<file path="config.mk">
export PLATFORM = sky130hd
export DESIGN_NAME = fft_bfly
export DESIGN_NICKNAME = d
export VERILOG_FILES = /design/src/rtl/fft_pkg.sv /design/src/rtl/fft_bfly.sv
export SDC_FILE = /design/constraint.sdc
export NUM_CORES = 2
export LEC_CHECK = 0
export BUFFER_PORTS_ARGS = -buffer_cell sky130_fd_sc_hd__buf_4
export CORE_ASPECT_RATIO = 0.75
export CORE_UTILIZATION = 55
export CTS_BUF_LIST = sky130_fd_sc_hd__clkbuf_4 sky130_fd_sc_hd__clkbuf_8
export DETAILED_ROUTE_END_ITERATION = 16
export PLACE_DENSITY = 0.78
export SYNTH_ARGS = -nofsm -noshare
export SYNTH_HDL_FRONTEND = slang
export SYNTH_SLANG_ARGS = --single-unit
export TNS_END_PERCENT = 100
</file>
<file path="constraint.sdc">
create_clock -name clk_i -period 7.53 [get_ports clk_i]
set_clock_uncertainty 0.1 [all_clocks]
set_input_delay 1.1295 -clock clk_i [delete_from_list [all_inputs] [get_ports clk_i]]
set_output_delay 1.1295 -clock clk_i [all_outputs]
set_load 0.01 [all_outputs]
</file>
<file path="src/rtl/fft_pkg.sv">
package fft_pkg;

  localparam int unsigned DefMaxPoints = 64;
  localparam int unsigned DefSampleBits = 16;
  localparam int unsigned TableLog = 6;
  localparam int unsigned CfgSizeAddr = 0;
  localparam int unsigned CfgInvAddr = 1;

  // Quarter-wave cosine magnitudes, Q1.15 with 1.0 held as 32768.
  function automatic logic [16:0] quarter_cos(input logic [4:0] a);
    logic [16:0] v;
    begin
      case (a)
        5'd0: v = 17'd32768;
        5'd1: v = 17'd32610;
        5'd2: v = 17'd32138;
        5'd3: v = 17'd31357;
        5'd4: v = 17'd30274;
        5'd5: v = 17'd28899;
        5'd6: v = 17'd27246;
        5'd7: v = 17'd25330;
        5'd8: v = 17'd23170;
        5'd9: v = 17'd20788;
        5'd10: v = 17'd18205;
        5'd11: v = 17'd15447;
        5'd12: v = 17'd12540;
        5'd13: v = 17'd9512;
        5'd14: v = 17'd6393;
        5'd15: v = 17'd3212;
        default: v = 17'd0;
      endcase
      return v;
    end
  endfunction

  typedef struct packed {
    logic signed [17:0] c;
    logic signed [17:0] s;
  } twiddle_t;

  // Twiddle angle index a covers 2*pi*a/64, a in 0..31.
  function automatic twiddle_t twiddle(input logic [4:0] a);
    twiddle_t t;
    begin
      if (a <= 5'd16) begin
        t.c = signed'({1'b0, quarter_cos(a)});
        t.s = signed'({1'b0, quarter_cos(5'd16 - a)});
      end else begin
        t.c = -signed'({1'b0, quarter_cos(5'd0 - a)});
        t.s = signed'({1'b0, quarter_cos(a - 5'd16)});
      end
      return t;
    end
  endfunction

endpackage

</file>
<file path="src/rtl/fft_bfly.sv">
// Shared butterfly: multiply stage, then round and add/subtract stage.
module fft_bfly import fft_pkg::*; #(
  parameter int unsigned BinBits = 22
) (
  input  logic                      clk_i,
  input  logic signed [BinBits-1:0] ar_i,
  input  logic signed [BinBits-1:0] ai_i,
  input  logic signed [BinBits-1:0] br_i,
  input  logic signed [BinBits-1:0] bi_i,
  input  twiddle_t                  w_i,
  output logic signed [BinBits-1:0] xr_o,
  output logic signed [BinBits-1:0] xi_o,
  output logic signed [BinBits-1:0] yr_o,
  output logic signed [BinBits-1:0] yi_o
);
  localparam int unsigned PW = BinBits + 18;

  logic signed [PW-1:0] p_cb_q, p_sb_q, p_sr_q, p_ci_q;
  logic signed [BinBits-1:0] ar_q, ai_q;
  logic signed [PW:0] sr, si;
  logic signed [PW-15:0] tr, ti;

  always_ff @(posedge clk_i) begin
    p_cb_q <= PW'(w_i.c * br_i);
    p_sb_q <= PW'(w_i.s * bi_i);
    p_sr_q <= PW'(w_i.s * br_i);
    p_ci_q <= PW'(w_i.c * bi_i);
    ar_q <= ar_i;
    ai_q <= ai_i;
  end

  always_comb begin
    sr = (PW+1)'(p_cb_q) - (PW+1)'(p_sb_q) + (PW+1)'(16384);
    si = (PW+1)'(p_sr_q) + (PW+1)'(p_ci_q) + (PW+1)'(16384);
    tr = sr[PW:15];
    ti = si[PW:15];
    xr_o = ar_q + tr[BinBits-1:0];
    xi_o = ai_q + ti[BinBits-1:0];
    yr_o = ar_q - tr[BinBits-1:0];
    yi_o = ai_q - ti[BinBits-1:0];
  end
endmodule

</file>
# ---- Word-level counts from Yosys, hierarchy flattened
# Cells that the tools add are included.
dict set report op_classes {
  n_addsub 8
  multipliers 4
}
# op n
set op_table {}
lappend op_table {{multiplier 18 x 22 -> 37 bit} 4}
lappend op_table {{adder 37 x 16 -> 37 bit, second input constant} 2}
lappend op_table {{adder 22 bit} 2}
lappend op_table {{subtractor 22 bit} 2}
lappend op_table {{adder 37 bit} 1}
lappend op_table {{subtractor 37 bit} 1}
dict set report word_totals {
  regBits 192
  out_inout_bits 88
  word_cells 18
  input_bits 125
}

# ---- Depth between registers and ports, before layout
dict set report depth {
  word_depth 3
  mapped_depth 27
  mapped_depth_nobuf 26
}

# ---- Worst setup path after synthesis
# No wires, ideal clock.
dict set report synth_path {
  path_kind {input to register}
  startpoint {input port br_i[10]}
  endpoint {register p_cb_q[33]}
  path_buffers 2
  cell_stages 23
  t_required_ns 7.312
  slack_ns 0.099
  t_arrival_ns 7.213
  cell_sequence {clkbuf_1 > clkbuf_1 > nand2_1 > fa_1 > fa_1 > fa_1 > fa_1 > inv_1 > fa_1 > inv_1 > fa_1 > inv_1 > ha_1 > a21o_1 > a21oi_2 > nand2b_1 > o31ai_2 > o21ai_1 > a311o_1 > o31a_1 > a2111oi_0 > o21bai_1 > xnor2_1}
}
dict set report synth_between {
  elab_chain_cells 1
}
# element line_no
set synth_rtl {}
lappend synth_rtl {{from (decl)} fft_bfly.sv:8} ;# input logic signed [BinBits-1:0] br_i,
lappend synth_rtl {{multiplier 18 x 22 -> 37 bit} fft_bfly.sv:24} ;# p_cb_q <= PW'(w_i.c * br_i);
lappend synth_rtl {{to (signal assigned)} fft_bfly.sv:24}
lappend synth_rtl {{to (decl)} fft_bfly.sv:18} ;# logic signed [PW-1:0] p_cb_q, p_sb_q, p_sr_q, p_ci_q;
# Every way passes these cells.

# ---- Worst setup path after layout
dict set report layout_path {
  startpoint {register p_ci_q[14]}
  endpoint {output port yi_o[20]}
}
dict set report layout_between {
  elab_chain_cells 3
}
# element line_no
set layout_rtl {}
lappend layout_rtl {{from (decl)} fft_bfly.sv:18}
lappend layout_rtl {{from (signal assigned)} fft_bfly.sv:27} ;# p_ci_q <= PW'(w_i.c * bi_i);
lappend layout_rtl {{adder 37 bit} fft_bfly.sv:34} ;# si = (PW+1)'(p_sr_q) + (PW+1)'(p_ci_q) + (PW+1)'(16384);
lappend layout_rtl {{adder 37 x 16 -> 37 bit} fft_bfly.sv:34}
lappend layout_rtl {{subtractor 22 bit} fft_bfly.sv:40} ;# yi_o = ai_q - ti[BinBits-1:0];
lappend layout_rtl {{to (decl)} fft_bfly.sv:14} ;# output logic signed [BinBits-1:0] yi_o
# Every way passes these cells.

==> metrics.md <==
| Metric | Value |
|---|---|
| Status | finished, final reports clean |
| Yosys cell types | 69 |
| Max_slew headroom | 0.390 |
| Pre-CTS setup slack | -240 ps |
| Ys async rst share | 0 |
| Overflow after GRT | 0 |
| Setup tns final | 0 ps |
| Family with the most delay on the worst path | compound AO/OA/AOI/OAI gates |
| Sink Count | between 150 and 200 |
| Initial antenna violation count | 12 |
| Die area | approximately 120,000 um2 |
| Clk slew on worst S/H paths | 140 ps |
| Via count | 48,600 |
| Clock Tree Buf Depth | 2 |
| Layout area overhead | 8.56% |
| Dpl hpwl | 146 mm |
| Syn Nets | 9,498 |
| RSZ-0062 raised after global routing | yes |
| Antenna Violating Nets Remaining | 0 |
| Mapped cell area | 65,400 um2 |
| Worst Setup End Kind | output port |
| Worst setup margin | 218 ps |
| Worst path required time | 6300 ps |
| Slew Viols, Final | 0 |
| Die span in y | between 300 and 400 um |
| Drt total wl | approximately 170 mm |
| Post-route core utilization | 0.603 |
| Synth Register Bits | about 190 |
| Initial Util | 0.555 |
| Core Area | 118,000 um2 |
| Prevailing post-synth register cell | dfxtp_1 |
| Count of final setup violators | 0 |
| Synth warn | 0 |
| Slowest stage delay, CP | 590 ps |
| Critical path buffers and inverters | 6 |
| GRT Util Overall | 0.300 |
| Kind of critical path | reg2out |
| Largest net degree at the start of global routing | 37 |
| CTS Root Buffer Type | clkbuf_8 |
| Fin crit period | 7310 ps |
| DRT Pass-1 Iters | 6 |
| Period Utilization, post-route | 0.971 |
| IO Count | approximately 210 |
| H-Tree Depth | 4 |
| Vias in the first global route | ~52,000 |
| # nets final | 9,733 |
| Num rows | approximately 110 |
| Inst Count DP | 9,043 |
| Global-route wire length before repair | around 280 mm |
| Number of enable flip-flop cells after synthesis | 0 |
| Final Hold Vio Count | 0 |
| Worst EP arrival | 6080 ps |
| DRC Markers | 0 |
| Syn avg cell area | 8.99 um2 |
| I/O Buffers | ~210 |
| Starting DRT DRC Count | around 4,100 |
| Fmax | 0.137 GHz |
| Wire per inst | between 15 and 20 um |
| Average vias per placed instance | between 5 and 6 |
| Synthesized instance count | 7,277 |
| CTS tree | done |
| Final Instance Count excl. Fillers | slightly above 9,000 |
| Die Wd | about 400 um |
| Critical path's slowest cell | o21ai_0 |
| Max Cap Violations | 0 |
| Ratio of cells with drive above 1 in the final layout | 0.0864 |
| RePlAce Congestion | 0.948 |
| Worst Path Max Fanout | 3 |
| Slew @ Worst Pin | 908 ps |
| Hold crit path type | in2reg |
| Post-synthesis sequential area ratio | 0.0588 |
| Num CTS Buffers | 17 |
| Startpoint types | register |
-- state kept, by name, indices dropped and copies added (netlist names) --
name	flops
p_sr_q	37
ai_q	22
p_ci_q	37
p_cb_q	37
p_sb_q	37
ar_q	22
-- Yosys cell counts, types with 70 or more instances --
cell type	n	area share
a21oi_1	159	0.012
nand2_1	811	0.047
a21o_1	82	0.0094
xnor2_1	238	0.032
nor2_1	195	0.011
and2_1	763	0.073
fa_1	1484	0.45
o21ai_0	70	0.0054
inv_1	1821	0.10
clkbuf_1	343	0.020
dfxtp_1	192	0.059
xor2_1	70	0.0094
ha_1	612	0.12
-- kinds of logic (layout without fill, tap and decap cells) --
| group | count (synthesis) | in the layout | share of synthesized area |
|---|---|---|---|
| simple gates | 1992 | 1992 | 0.151 |
| flops | 192 | 192 | 0.0588 |
| fa+ha+maj | 2096 | 2096 | 0.571 |
| xor+xnor | 308 | 308 | 0.0412 |
| compound gates | 518 | 518 | 0.0527 |
| other cells | 0 | 9 | 0 |
| buf+inv | 2171 | 2419 | 0.125 |
-- path summary, 6_finish.rpt --
kind          startpoint               end  slack [ps]  cells after the start
max   p_ci_q[14]$_DFF_P_          yi_o[20]         220                     25
min             ar_i[20]  ar_q[20]$_DFF_P_         450                      1
-- repair_timing --
action	CTS	global route
pin swaps	2	6
setup endpoints to repair	4	21
resized for setup	2	23
buffers inserted	1	3
hold buffers	0	0
-- cells in the final DEF (no fill, tap or decap), types with 10 or more instances in the layout --
cell type     n
fa_1       1484
and2_1      763
o31ai_1      11
nand2_1     811
o21bai_1     40
nor3_1       35
nand4_1      10
o211ai_1     13
a21oi_1     155
ha_1        611
o21ai_0      67
a31oi_1      11
clkbuf_8     18
or3_1        15
and3_1       18
a211oi_1     18
o21a_1       33
nor2b_1      29
xor2_1       69
inv_1      1821
nand3_1      35
nand2b_1     49
a21o_1       82
dfxtp_1     192
xnor2_1     238
buf_12       14
nor2_1      192
buf_4       552
-- area by class of cell --
class	count	area (um2)
Multi-Input combinational cell	4914	53500
Sequential cell	192	3840
Fill cell	9865	46800
Clock inverter	14	170
Tap cell	1554	1940
Clock buffer	18	248
Timing Repair Buffer	566	4420
Antenna cell	9	22.5
Inverter	1821	6840
-- stage by stage --
step	cell area (um2)	hold WS, ps
3_5_place_dp	70400	1130
2_1_floorplan	65400	1060
3_3_place_gp	70400	1130
6_report	71000	451
4_1_cts	70900	414
5_1_grt	71000	427
-- metal layers --
| metal | GRT usage | up-vias | part of all wire |
|---|---|---|---|
| li1 | - | 21700 | - |
| met1 | 0.424 | 24500 | 0.42 |
| met2 | 0.460 | 2101 | 0.44 |
| met5 | 0 | - | 0.00025 |
| met4 | 0.108 | 8 | 0.039 |
| met3 | 0.0602 | 365 | 0.10 |
Power is left out: the tool's default activity adds up to more than one toggle a clock period on the data nets, which glitch-free logic cannot reach.
